`src/rtl/core/cpd_pkg.sv`:
```
// Shared word types, register indexes and reset constants for the packet deframer.
package cpd_pkg;

    // Configuration register indexes.
    localparam logic CFG_SYNC_FIRST  = 1'b0;
    localparam logic CFG_SYNC_SECOND = 1'b1;

    // Reset values of the configuration registers.
    localparam logic [7:0] SYNC_FIRST_RST  = 8'd170;
    localparam logic [7:0] SYNC_SECOND_RST = 8'd175;

    // One received word: a byte or a timeout tick.
    typedef struct packed {
        logic [7:0] rx_byte;
        logic       timeout;
    } t_in_word;

    // One result word of an accepted packet.
    typedef struct packed {
        logic [7:0] msg_id;
        logic [5:0] data_len;
        logic [7:0] payload_byte;
        logic [4:0] byte_index;
        logic       last;
    } t_out_word;

endpackage

```
`src/rtl/core/cpd_ram.sv`:
```
// Generic single-write, single-read RAM with registered read data.
module cpd_ram #(
    parameter int WIDTH = 8,
    parameter int DEPTH = 64
) (
    input  logic                     i_clk,
    input  logic                     i_we,
    input  logic [$clog2(DEPTH)-1:0] i_waddr,
    input  logic [WIDTH-1:0]         i_wdata,
    input  logic [$clog2(DEPTH)-1:0] i_raddr,
    output logic [WIDTH-1:0]         o_rdata
);

    logic [WIDTH-1:0] r_mem [DEPTH];
    logic [WIDTH-1:0] r_rdata;

    // Write port and registered read port.
    always_ff @(posedge i_clk) begin
        if (i_we) begin
            r_mem[i_waddr] <= i_wdata;
        end
        r_rdata <= r_mem[i_raddr];
    end

    assign o_rdata = r_rdata;

endmodule

```
`src/rtl/core/cpd_fifo.sv`:
```
// Two-entry first-in first-out queue of generic width.
module cpd_fifo #(
    parameter int WIDTH = 8
) (
    input  logic             i_clk,
    input  logic             i_rst_n,
    input  logic             i_push,
    input  logic [WIDTH-1:0] i_data,
    input  logic             i_pop,
    output logic             o_valid,
    output logic [WIDTH-1:0] o_data,
    output logic [1:0]       o_count
);

    logic [WIDTH-1:0] r_mem [2];
    logic             r_wr_ptr;
    logic             r_rd_ptr;
    logic [1:0]       r_count;

    // Entry storage needs no reset.
    always_ff @(posedge i_clk) begin
        if (i_push) begin
            r_mem[r_wr_ptr] <= i_data;
        end
    end

    // Pointers and fill count.
    always_ff @(posedge i_clk) begin
        if (!i_rst_n) begin
            r_wr_ptr <= 1'b0;
            r_rd_ptr <= 1'b0;
            r_count  <= 2'd0;
        end else begin
            if (i_push) begin
                r_wr_ptr <= ~r_wr_ptr;
            end
            if (i_pop) begin
                r_rd_ptr <= ~r_rd_ptr;
            end
            case ({i_push, i_pop})
                2'b10:   r_count <= r_count + 2'd1;
                2'b01:   r_count <= r_count - 2'd1;
                default: r_count <= r_count;
            endcase
        end
    end

    assign o_valid = (r_count != 2'd0);
    assign o_data  = r_mem[r_rd_ptr];
    assign o_count = r_count;

endmodule

```
`src/rtl/core/cpd_front.sv`:
```
// Frame parser: sync hunt, header, payload capture and checksum check.
module cpd_front import cpd_pkg::*; #(
    parameter int MAX_PAYLOAD = 32,
    localparam int LEN_W  = $clog2(MAX_PAYLOAD + 1),
    localparam int IDX_W  = (MAX_PAYLOAD > 1) ? $clog2(MAX_PAYLOAD) : 1,
    localparam int DESC_W = 1 + 8 + LEN_W
) (
    input  logic              i_clk,
    input  logic              i_rst_n,
    input  logic              i_cfg_we,
    input  logic              i_cfg_idx,
    input  logic [7:0]        i_cfg_data,
    input  logic              i_in_valid,
    output logic              o_in_stall,
    input  t_in_word          i_in_word,
    output logic              o_ram_we,
    output logic [IDX_W:0]    o_ram_waddr,
    output logic [7:0]        o_ram_wdata,
    output logic              o_desc_push,
    output logic [DESC_W-1:0] o_desc,
    input  logic              i_release
);

    typedef enum logic [2:0] {
        PH_SYNC1,
        PH_SYNC2,
        PH_ID,
        PH_LEN,
        PH_DATA,
        PH_CHK
    } t_phase;

    t_phase           r_phase, n_phase;
    logic [7:0]       r_sum, n_sum;
    logic [7:0]       r_id, n_id;
    logic [LEN_W-1:0] r_len, n_len;
    logic [LEN_W-1:0] r_fill, n_fill;
    logic             r_bank, n_bank;
    logic [1:0]       r_pkt_cnt, n_pkt_cnt;
    logic [7:0]       r_sync1;
    logic [7:0]       r_sync2;
    logic             accept;
    logic [7:0]       c;

    // Stall in payload or checksum phase while both payload banks are held by packets awaiting readout.
    assign o_in_stall = (r_pkt_cnt == 2'd2) && ((r_phase == PH_DATA) || (r_phase == PH_CHK));
    assign accept     = i_in_valid && !o_in_stall;
    assign c          = i_in_word.rx_byte;

    // Next-state logic of the parser.
    always_comb begin
        n_phase     = r_phase;
        n_sum       = r_sum;
        n_id        = r_id;
        n_len       = r_len;
        n_fill      = r_fill;
        n_bank      = r_bank;
        o_ram_we    = 1'b0;
        o_desc_push = 1'b0;
        if (accept) begin
            if (i_in_word.timeout) begin
                n_phase = PH_SYNC1;
            end else begin
                case (r_phase)
                    PH_SYNC2: begin
                        n_phase = (c == r_sync2) ? PH_ID : PH_SYNC1;
                        n_sum   = r_sum + c;
                    end
                    PH_ID: begin
                        n_id    = c;
                        n_sum   = r_sum + c;
                        n_phase = PH_LEN;
                    end
                    PH_LEN: begin
                        if (c <= 8'(MAX_PAYLOAD)) begin
                            n_len   = LEN_W'(c);
                            n_fill  = '0;
                            n_sum   = r_sum + c;
                            n_phase = (c != 8'd0) ? PH_DATA : PH_CHK;
                        end else begin
                            n_phase = PH_SYNC1;
                        end
                    end
                    PH_DATA: begin
                        o_ram_we = 1'b1;
                        n_fill   = r_fill + 1'b1;
                        n_sum    = r_sum + c;
                        if (n_fill >= r_len) begin
                            n_phase = PH_CHK;
                        end
                    end
                    PH_CHK: begin
                        if (r_sum == c) begin
                            o_desc_push = 1'b1;
                            n_bank      = ~r_bank;
                        end
                        n_phase = PH_SYNC1;
                    end
                    default: begin
                        n_phase = (c == r_sync1) ? PH_SYNC2 : PH_SYNC1;
                        n_sum   = c;
                    end
                endcase
            end
        end
    end

    // Count of packets handed to readout whose payload bank is still in use.
    always_comb begin
        case ({o_desc_push, i_release})
            2'b10:   n_pkt_cnt = r_pkt_cnt + 2'd1;
            2'b01:   n_pkt_cnt = r_pkt_cnt - 2'd1;
            default: n_pkt_cnt = r_pkt_cnt;
        endcase
    end

    assign o_ram_waddr = {r_bank, r_fill[IDX_W-1:0]};
    assign o_ram_wdata = c;
    assign o_desc      = {r_bank, r_id, r_len};

    // Parser state and configuration registers.
    always_ff @(posedge i_clk) begin
        if (!i_rst_n) begin
            r_phase   <= PH_SYNC1;
            r_sum     <= 8'd0;
            r_id      <= 8'd0;
            r_len     <= '0;
            r_fill    <= '0;
            r_bank    <= 1'b0;
            r_pkt_cnt <= 2'd0;
            r_sync1   <= SYNC_FIRST_RST;
            r_sync2   <= SYNC_SECOND_RST;
        end else begin
            r_phase   <= n_phase;
            r_sum     <= n_sum;
            r_id      <= n_id;
            r_len     <= n_len;
            r_fill    <= n_fill;
            r_bank    <= n_bank;
            r_pkt_cnt <= n_pkt_cnt;
            if (i_cfg_we && (i_cfg_idx == CFG_SYNC_FIRST)) begin
                r_sync1 <= i_cfg_data;
            end
            if (i_cfg_we && (i_cfg_idx == CFG_SYNC_SECOND)) begin
                r_sync2 <= i_cfg_data;
            end
        end
    end

endmodule

```
`src/rtl/core/cpd_back.sv`:
```
// Packet readout: walks the payload bank of each accepted packet into result words.
module cpd_back import cpd_pkg::*; #(
    parameter int MAX_PAYLOAD = 32,
    localparam int LEN_W  = $clog2(MAX_PAYLOAD + 1),
    localparam int IDX_W  = (MAX_PAYLOAD > 1) ? $clog2(MAX_PAYLOAD) : 1,
    localparam int DESC_W = 1 + 8 + LEN_W
) (
    input  logic              i_clk,
    input  logic              i_rst_n,
    input  logic              i_desc_valid,
    input  logic [DESC_W-1:0] i_desc,
    output logic              o_desc_pop,
    output logic [IDX_W:0]    o_ram_raddr,
    input  logic [7:0]        i_ram_rdata,
    output logic              o_release,
    output logic              o_out_valid,
    input  logic              i_out_stall,
    output t_out_word         o_out_word
);

    logic             r_active;
    logic             r_bank;
    logic [7:0]       r_id;
    logic [LEN_W-1:0] r_len;
    logic [LEN_W-1:0] r_idx;
    logic             r_inflight;
    logic             r_fl_zero;
    t_out_word        r_fl_meta;
    logic             issue;
    logic             is_last;
    logic             out_pop;
    logic [1:0]       out_count;
    t_out_word        push_word;
    logic [$bits(t_out_word)-1:0] out_data;

    // Issue a read only when the result queue has room for it on arrival.
    assign out_pop = o_out_valid && !i_out_stall;
    assign issue   = r_active &&
                     (({1'b0, out_count} + {2'b0, r_inflight}) < (3'd2 + {2'b0, out_pop}));
    assign is_last = (r_len == '0) || (LEN_W'(r_idx + 1'b1) == r_len);

    assign o_desc_pop  = !r_active && i_desc_valid;
    assign o_ram_raddr = {r_bank, r_idx[IDX_W-1:0]};
    assign o_release   = issue && is_last;

    // Readout sequencer and read-pipeline tag.
    always_ff @(posedge i_clk) begin
        if (!i_rst_n) begin
            r_active   <= 1'b0;
            r_inflight <= 1'b0;
        end else begin
            r_inflight <= issue;
            if (o_desc_pop) begin
                r_active <= 1'b1;
            end else if (issue && is_last) begin
                r_active <= 1'b0;
            end
        end
    end

    // Packet header and index; payload registers need no reset.
    always_ff @(posedge i_clk) begin
        if (o_desc_pop) begin
            r_bank <= i_desc[DESC_W-1];
            r_id   <= i_desc[LEN_W +: 8];
            r_len  <= i_desc[LEN_W-1:0];
            r_idx  <= '0;
        end else if (issue) begin
            r_idx <= r_idx + 1'b1;
        end
        if (issue) begin
            r_fl_zero              <= (r_len == '0);
            r_fl_meta.msg_id       <= r_id;
            r_fl_meta.data_len     <= 6'(r_len);
            r_fl_meta.payload_byte <= 8'd0;
            r_fl_meta.byte_index   <= 5'(r_idx);
            r_fl_meta.last         <= is_last;
        end
    end

    // Merge the read data with its tag; an empty packet carries a zero byte.
    always_comb begin
        push_word              = r_fl_meta;
        push_word.payload_byte = r_fl_zero ? 8'd0 : i_ram_rdata;
    end

    cpd_fifo #(
        .WIDTH ($bits(t_out_word))
    ) u_out_fifo (
        .i_clk   (i_clk),
        .i_rst_n (i_rst_n),
        .i_push  (r_inflight),
        .i_data  (push_word),
        .i_pop   (out_pop),
        .o_valid (o_out_valid),
        .o_data  (out_data),
        .o_count (out_count)
    );

    assign o_out_word = t_out_word'(out_data);

endmodule

```
`src/rtl/core/checksummed_packet_deframer_unit.sv`:
```
// Top level: sync-header packet deframer with 8-bit additive checksum.
// Throughput: one input word per cycle unless stalled; one result word per cycle within a
// packet while the output is not stalled.
// Input stalls only in payload or checksum phase while two packets still await readout
// (the payload store holds two banks of MAX_PAYLOAD bytes).
// With readout idle, the first result word follows the accepted checksum byte through the
// header queue, the readout sequencer, the registered RAM read and the result queue.
// Reset (synchronous, active low) returns to the sync hunt and empties both queues.
module checksummed_packet_deframer_unit import cpd_pkg::*; #(
    parameter int MAX_PAYLOAD = 32
) (
    input  logic       i_clk,
    input  logic       i_rst_n,
    input  logic       i_cfg_we,
    input  logic       i_cfg_idx,
    input  logic [7:0] i_cfg_data,
    input  logic       i_in_valid,
    output logic       o_in_stall,
    input  t_in_word   i_in_word,
    output logic       o_out_valid,
    input  logic       i_out_stall,
    output t_out_word  o_out_word
);

    localparam int LEN_W  = $clog2(MAX_PAYLOAD + 1);
    localparam int IDX_W  = (MAX_PAYLOAD > 1) ? $clog2(MAX_PAYLOAD) : 1;
    localparam int DESC_W = 1 + 8 + LEN_W;

    logic              ram_we;
    logic [IDX_W:0]    ram_waddr;
    logic [7:0]        ram_wdata;
    logic [IDX_W:0]    ram_raddr;
    logic [7:0]        ram_rdata;
    logic              desc_push;
    logic [DESC_W-1:0] desc_in;
    logic              desc_pop;
    logic              desc_valid;
    logic [DESC_W-1:0] desc_out;
    logic [1:0]        desc_count;
    logic              release_bank;
    logic              desc_unused;

    // Parser front end.
    cpd_front #(
        .MAX_PAYLOAD (MAX_PAYLOAD)
    ) u_front (
        .i_clk       (i_clk),
        .i_rst_n     (i_rst_n),
        .i_cfg_we    (i_cfg_we),
        .i_cfg_idx   (i_cfg_idx),
        .i_cfg_data  (i_cfg_data),
        .i_in_valid  (i_in_valid),
        .o_in_stall  (o_in_stall),
        .i_in_word   (i_in_word),
        .o_ram_we    (ram_we),
        .o_ram_waddr (ram_waddr),
        .o_ram_wdata (ram_wdata),
        .o_desc_push (desc_push),
        .o_desc      (desc_in),
        .i_release   (release_bank)
    );

    // Two-bank payload store.
    cpd_ram #(
        .WIDTH (8),
        .DEPTH (2 << IDX_W)
    ) u_ram (
        .i_clk   (i_clk),
        .i_we    (ram_we),
        .i_waddr (ram_waddr),
        .i_wdata (ram_wdata),
        .i_raddr (ram_raddr),
        .o_rdata (ram_rdata)
    );

    // Queue of accepted packet headers between parser and readout.
    cpd_fifo #(
        .WIDTH (DESC_W)
    ) u_desc_fifo (
        .i_clk   (i_clk),
        .i_rst_n (i_rst_n),
        .i_push  (desc_push),
        .i_data  (desc_in),
        .i_pop   (desc_pop),
        .o_valid (desc_valid),
        .o_data  (desc_out),
        .o_count (desc_count)
    );

    // The parser's packet count bounds the queue, so its fill level is not needed.
    assign desc_unused = ^desc_count;

    // Readout back end.
    cpd_back #(
        .MAX_PAYLOAD (MAX_PAYLOAD)
    ) u_back (
        .i_clk        (i_clk),
        .i_rst_n      (i_rst_n),
        .i_desc_valid (desc_valid),
        .i_desc       (desc_out),
        .o_desc_pop   (desc_pop),
        .o_ram_raddr  (ram_raddr),
        .i_ram_rdata  (ram_rdata),
        .o_release    (release_bank),
        .o_out_valid  (o_out_valid),
        .i_out_stall  (i_out_stall),
        .o_out_word   (o_out_word)
    );

endmodule

```
`config.mk`:
```
export PLATFORM = sky130hd
export DESIGN_NAME = checksummed_packet_deframer_unit
export DESIGN_NICKNAME = d
export VERILOG_FILES = /design/src/rtl/core/cpd_pkg.sv /design/src/rtl/core/cpd_ram.sv /design/src/rtl/core/cpd_fifo.sv /design/src/rtl/core/cpd_front.sv /design/src/rtl/core/cpd_back.sv /design/src/rtl/core/checksummed_packet_deframer_unit.sv
export SDC_FILE = /design/constraint.sdc
export NUM_CORES = 1
export LEC_CHECK = 0
export BUFFER_PORTS_ARGS = -buffer_cell sky130_fd_sc_hd__buf_4
export CAP_MARGIN = 30
export CORE_MARGIN = 1.5
export CORE_UTILIZATION = 35
export DETAILED_ROUTE_END_ITERATION = 6
export GPL_ROUTABILITY_DRIVEN = 0
export GPL_TIMING_DRIVEN = 1
export SYNTH_ARGS = -nofsm -noshare
export SYNTH_HDL_FRONTEND = slang
export SYNTH_SLANG_ARGS = --single-unit
```
`constraint.sdc`:
```
create_clock -name i_clk -period 7.74 [get_ports i_clk]
set_input_delay 1.161 -clock i_clk [delete_from_list [all_inputs] [get_ports i_clk]]
set_output_delay 1.161 -clock i_clk [all_outputs]
set_load 0.03 [all_outputs]
```
======== After elaboration in Yosys (flattened, before gate mapping) ========
Memories as Yosys holds them, arrays and structs flattened. A register that Yosys moved wholly into a read port is not among the register bits.
Cells that the tools add are included.
cells by class
  add/subtract/negate cells ............... 11
  multiply operators ...................... 0
  div/mod/pow operators ................... 0
  magnitude comparators ................... 3
  eq/ne operators ......................... 18
  shifts and indexed selects .............. 0
  mux-type cells .......................... 32
  bitwise logic cells ..................... 8
  reductions and logical operators ........ 29
operator list
  operator               number
  $eq A8 B8 Y1           3
  $pmux W8 S3            1
  $mux W1                19
  $mux W8                2
  $reduce_and A4 Y1      4
  $pmux W3 S5            1
  $reduce_bool A2 Y1     7
  $add A6 B1 Y6 const B  2
  $pmux W2 S2            3
  $pmux W6 S2            1
  $mux W3                3
  $add A8 B8 Y8          1
  $eq A2 B2 Y1 const B   4
  $le A8 B6 Y1 const B   1
  $logic_and A1 B1 Y1    8
  $not A1 Y1             8
  $reduce_bool A8 Y1     1
  $add A2 B1 Y2 const B  3
  $eq A2 B1 Y1 const B   3
  $eq A3 B2 Y1 const B   2
  $eq A3 B3 Y1 const B   2
  $eq A6 B6 Y1           1
  $ge A6 B6 Y1           1
  $logic_not A6 Y1       1
  14 further kinds       19
word-level totals
  flip-flop bits (word level) ............. 87
  bits in latches ......................... 0
  memory bits (writable) .................. 598
  bits in read-only memories .............. 0
  input port bits ......................... 23
  output and inout bits ................... 30
  word-level logic and storage cells ...... 127
  memories kept ........................... 3
memories
  memory                   words  width  rd ports  clocked after memory_dff  wr ports  RTL line        source
  u_ram.r_mem              64     8      1         1                         1         cpd_ram.sv:14   logic [WIDTH-1:0] r_mem [DEPTH];
  u_back.u_out_fifo.r_mem  2      28     1         1                         1         cpd_fifo.sv:15  logic [WIDTH-1:0] r_mem [2];
  u_desc_fifo.r_mem        2      15     1         1                         1         cpd_fifo.sv:15

======== Logic depth before layout (Yosys ltp) ========
  depth in word-level cells ............... 8
  gate-level depth with buffers ........... 13
  gate-level depth less buffers ........... 10

======== Hierarchy ========
A second synthesis with hierarchy kept.
second synthesis, totals
  cells, all modules ...................... 1595
  area, all modules ....................... 28423.5 um^2
by module, submodules not included
  module                         times used  cells each  area an instance (um^2)  seq. area each (um^2)
  cpd_ram                        1           940         20166.8                  15534.9
  cpd_front                      1           370         2991.6                   1001.0
  cpd_fifo at u_back.u_out_fifo  1           108         2227.1                   1781.7
  cpd_back                       1           109         1745.4                   1241.2
  cpd_fifo at u_desc_fifo        1           68          1292.5                   1001.0

======== Worst setup path after synthesis ========
Ideal clock, no wire load.
  path kind ............................... input-to-reg
  from .................................... in i_out_stall
  to ...................................... reg u_front.r_pkt_cnt[1]
  setup time .............................. 76 ps
  arrival time ............................ 3398 ps
  data required time ...................... 7664 ps
  path slack .............................. 4266 ps
  stages .................................. 8
  path buffers ............................ 1
  path through ............................ o21bai_1 o21ai_0 and3b_1 clkbuf_1 and2_1 ha_1 or3_1 a21boi_0
between the ends
  cells in the longest elaborated chain, start to end .. 8
  elaborated cells on any way between the ends .. 10
  those cells by class .................... 1 x add/sub; 1 x order compare; 2 x eq/ne; 1 x mux; 5 x reduce/logical
RTL lines
  item                                                      RTL line                                source
  start, declared                                           checksummed_packet_deframer_unit.sv:21  input logic i_out_stall,
  $logic_not A1 Y1 *                                        cpd_back.sv:37                          assign out_pop = o_out_valid && !i_out_stall;
  $logic_and A1 B1 Y1 *                                     cpd_back.sv:37
  $add A2 B1 Y3 *                                           cpd_back.sv:39                          (({1'b0, out_count} + {2'b0, r_inflight}) < (3'd2 + {2'b0, out_pop}));
  $lt A3 B3 Y1 *                                            cpd_back.sv:39
  $logic_and A1 B1 Y1 *                                     cpd_back.sv:38                          assign issue = r_active &&
  via u_back.issue                                          cpd_back.sv:29                          logic issue;
  $logic_and A1 B1 Y1 *                                     cpd_back.sv:44                          assign o_release = issue && is_last;
  $eq A2 B1 Y1 / $eq A2 B2 Y1 (equally long branches)       cpd_front.sv:110                        case ({o_desc_push, i_release})
  $pmux W2 S2 / $reduce_bool A2 Y1 (equally long branches)  --
  end signal, assigned                                      cpd_front.sv:140                        r_pkt_cnt <= n_pkt_cnt;
  end, declared                                             cpd_front.sv:39                         logic [1:0] r_pkt_cnt, n_pkt_cnt;
The timed path passes the listed nets; every way through them passes the cells marked *.
A chain may end at the register's enable or synchronous reset.

======== Final worst setup path ========
  from .................................... reg u_front.r_phase[2]
  to ...................................... mem u_ram.r_mem[140][2] (netlist: u_ram.r_mem[35][2]), enable pin
between the ends
  cells in the longest elaborated chain, start to end .. 8
  elaborated cells on any way between the ends .. 11
  those cells by class .................... 2 x eq/ne; 5 x mux; 4 x reduce/logical
RTL lines
  item                                    RTL line                          source
  start, declared                         cpd_front.sv:33                   t_phase r_phase, n_phase;
  start signal, assigned                  cpd_front.sv:134                  r_phase <= n_phase;
  $eq A3 B3 Y1, on equally long branches  cpd_front.sv:46, cpd_front.sv:64
  $logic_or A1 B1 Y1                      cpd_front.sv:46                   assign o_in_stall = (r_pkt_cnt == 2'd2) && ((r_phase == PH_DATA) || (r_phase == PH_CHK));
  $logic_and A1 B1 Y1                     cpd_front.sv:46
  $logic_not A1 Y1                        cpd_front.sv:47                   assign accept = i_in_valid && !o_in_stall;
  $logic_and A1 B1 Y1                     cpd_front.sv:47
  $mux W1 *                               cpd_front.sv:60                   if (accept) begin
  $mux W1 *                               cpd_ram.sv:19                     if (i_we) begin
  $mux W1 (not written as such) *         cpd_ram.sv:20                     r_mem[i_waddr] <= i_wdata;
  end, declared                           cpd_ram.sv:14
Mark *: on every way between the ends. The rest lies on a longest branch, timed or not.

==> metrics.yaml <==
routing:
  drt_first_iter_violations: 1363
  wl_um: 62800
  dr.pass1.iters: 5
  via_per_inst: 5.21
  post_drt_wl_per_cell_um: 23.1
  drcViolationCount: 0
  ant_nets: 0
  vias: 14200
setup_path:
  crit_chain: "nand2b_1 -> nor4_4 -> nand3_1 -> nor2_1"
  critPathArrivalTime_ns: 4.01
  crit_path_max_fanout: 10
  required_ns: 7.98
  critPathMaxStageDelay_ns: 0.91
  rrSetupSlack_ns: 3.97
  path_class: "reg -> reg"
  cp_top_family: "simple AND/OR/NAND/NOR gates"
  slowest_stage: "nor2_1"
  start_kind: "flop"
  cp_num_buf_inv: 0
  end_kind: "flop"
clock_tree:
  clk_pin_slew_worst_paths_ns: 0.06
  root_buffer: "clkbuf_16"
  cts.htree.levels: 3
  cts_hold_buffers: 0
  clockBufferDepth: 3
  cts_tree: "built"
  cts_resized: 0
  cts_buffers: 73
  insertion_delay_ns: 0.61
  post_cts_buffers: 0
  clock_sinks: 709
pwr:
  vdd_drop_max_mv: 0.163
  intPower_uw: 6160
  leakage_uw: 0.00991
  netSwitchingFraction: 0.199
  p_comb_frac: 0.017
  cellPowerDensity_nw_per_um2: 242
  pwr-share-clk: 0.442
  switching_power_uw: 1530
  seq_power_share: 0.541
global_route:
  grt_overflow: 0
  grtUsageTotal: 0.153
  grt_max_degree: 70
  antenna_found_initial: 1
  grt_pass1_vias: 14100
  grt_pass1_wl_um: 93000
logic_synthesis:
  synth_common_cells: "edfxtp_1 (634), mux4_2 (107), nor2_1 (107)"
  yosysMostFrequentCell: "edfxtp_1"
  yosysWarnings: 0
  seq_area_frac_synth: 0.731
  synthTopCellsByArea: "edfxtp_1 (68%), mux4_2 (8.6%), dfxtp_1 (5.3%)"
  netlist.area_leader.share: 0.678
  synth_compound_area_frac: 0.0308
  syn_inst: 1542
  synth.distinct_cells: 68
  synth_area_per_cell_um2: 18.2
  synth_edf_count: 634
  yosysTopAreaCell: "edfxtp_1"
  yosys.area_share.adder: 0.00962
  synth-simple-area-share: 0.0605
  synth-seq-cells: 709
  synth-main-ff-cell: "edfxtp_1"
  synth.area.mux_share: 0.132
  synth_xor_area_frac: 0.0153
  synth_top_family_by_area: "multiplexers"
  syn_area_um2: 28100
  synth_nets: 1586
  async_flop_share: 0
final_layout:
  fillers: 7071
  syn2layout_area_growth_pct: 13.1
  layout-drive-gt1-share: 0.203
  n_antenna_cell: 0
  fin_nets: 1654
  utilization: 0.401
die:
  std_cell_rows: 103
  die_width_um: 286
  die_h_um: 286
  dieArea_um2: 82000
  core_area_um2: 79300
  io_pins: 53
  initial_core_util: 0.354
sta:
  slew-limit-headroom: 0.343
  tns_ns: 0
  finClkSkew_ns: 0.0158
  slew_viol_final: 0
  finalSetupViolCount: 0
  worstMarginPinSlew_ns: 0.973
  rsz0062_at_grt: "false"
  layout_setup_ws_ns: 3.97
  layout_min_cycle_time_ns: 3.77
  fmaxAchievable_mhz: 265
  period_share: 0.488
  finalHoldViolations: 0
place:
  dp_hpwl_um: 39400
  portBuffers: 52
  pre_cts_slack_ns: 3.45
hold_path:
  hp-class: "reg -> reg"
outcome:
  status: "completed"
flow_run:
  drv_cap: 0
[routing by layer]
layer	vias up	track usage	wire [µm]
met5	-	0	0
met2	480	0.253	31000
met4	0	0.0464	1530
met3	90	0.0288	3910
met1	7334	0.204	26400
li1	6248	-	-
[metrics by stage]
stage          power [µW]  cell area (µm²)  hold WS [ns]  std cells
2_1_floorplan        4300            28100         0.400       1542
3_3_place_gp         4370            29400         0.402       2580
3_5_place_dp         4380            29500         0.405       2585
4_1_cts              7750            31800         0.419       2717
5_1_grt              7900            31800         0.425       2717
6_report             7690            31800         0.417       2717
[sequential cells by signal, summed over array words and instances (netlist names), 2 cells and up, named ones only]
| signal | cells |
|---|---|
| u_back.r_len | 6 |
| u_front.r_len | 6 |
| u_ram.o_rdata | 8 |
| u_front.r_sync2 | 8 |
| u_front.r_fill | 6 |
| u_front.r_sum | 8 |
| u_front.r_sync1 | 8 |
| u_front.r_id | 8 |
| u_desc_fifo.r_mem | 30 |
| u_desc_fifo.o_count | 2 |
| u_back.push_word | 20 |
| u_back.u_out_fifo.o_count | 2 |
| u_front.r_pkt_cnt | 2 |
| u_back.r_id | 8 |
| u_back.u_out_fifo.r_mem | 56 |
| u_back.r_idx | 6 |
| u_front.r_phase | 3 |
| u_ram.r_mem | 512 |
[logic make-up (layout without fill, tap and decap cells)]
group,after synthesis,count (layout)
flip-flops,709,709
multiplexers,195,195
XOR/XNOR,49,49
AND/OR/NAND/NOR,337,337
AO/OA/AOI/OAI,133,133
adder cells (fa/ha/maj),21,21
buffers and inverters,98,223
[power groups by stage]
stage / Sequential, µW / Combinational [µW] / Clock, µW
2_1_floorplan: 4240 / 52.1 / 0
3_3_place_gp: 4250 / 125 / 0
3_5_place_dp: 4250 / 129 / 0
4_1_cts: 4160 / 130 / 3460
5_1_grt: 4160 / 139 / 3590
6_report: 4160 / 127 / 3400
[cells in the final DEF (no fill, tap or decap), types with 43 or more instances in the layout]
cell type	netlist	final
buf_4	8	72
mux2_2	43	43
o22ai_1	44	44
dfxtp_1	75	72
mux4_2	107	107
nand2_1	76	76
clkbuf_16	0	74
nor2_1	107	105
edfxtp_1	634	634
[cell type report]
class	count	area, µm²	share of cell area
Clock buffer	95	1930	0.0607
Multi-Input combinational cell	735	6970	0.219
Timing Repair Buffer	76	596	0.0187
Clock inverter	37	367	0.0115
Inverter	15	56.3	0.00177
Tap cell	1050	1310	0.0413
Sequential cell	709	20500	0.647
[final timing paths]
path / endpoint / start / depth (start not counted)
setup / recovery: u_ram.r_mem[35][2]$_DFFE_PP_ / u_front.r_phase[2]$_SDFFE_PN0P_ / 4
hold / removal: u_back.push_word[23]$_DFFE_PP_ / u_back.r_id[3]$_DFFE_PP_ / 0
setup reg to reg: u_ram.r_mem[35][2]$_DFFE_PP_ / u_front.r_phase[2]$_SDFFE_PN0P_ / 4
hold reg to reg: u_back.push_word[23]$_DFFE_PP_ / u_back.r_id[3]$_DFFE_PP_ / 0
Note: power is estimated with default switching activity, not from simulation.
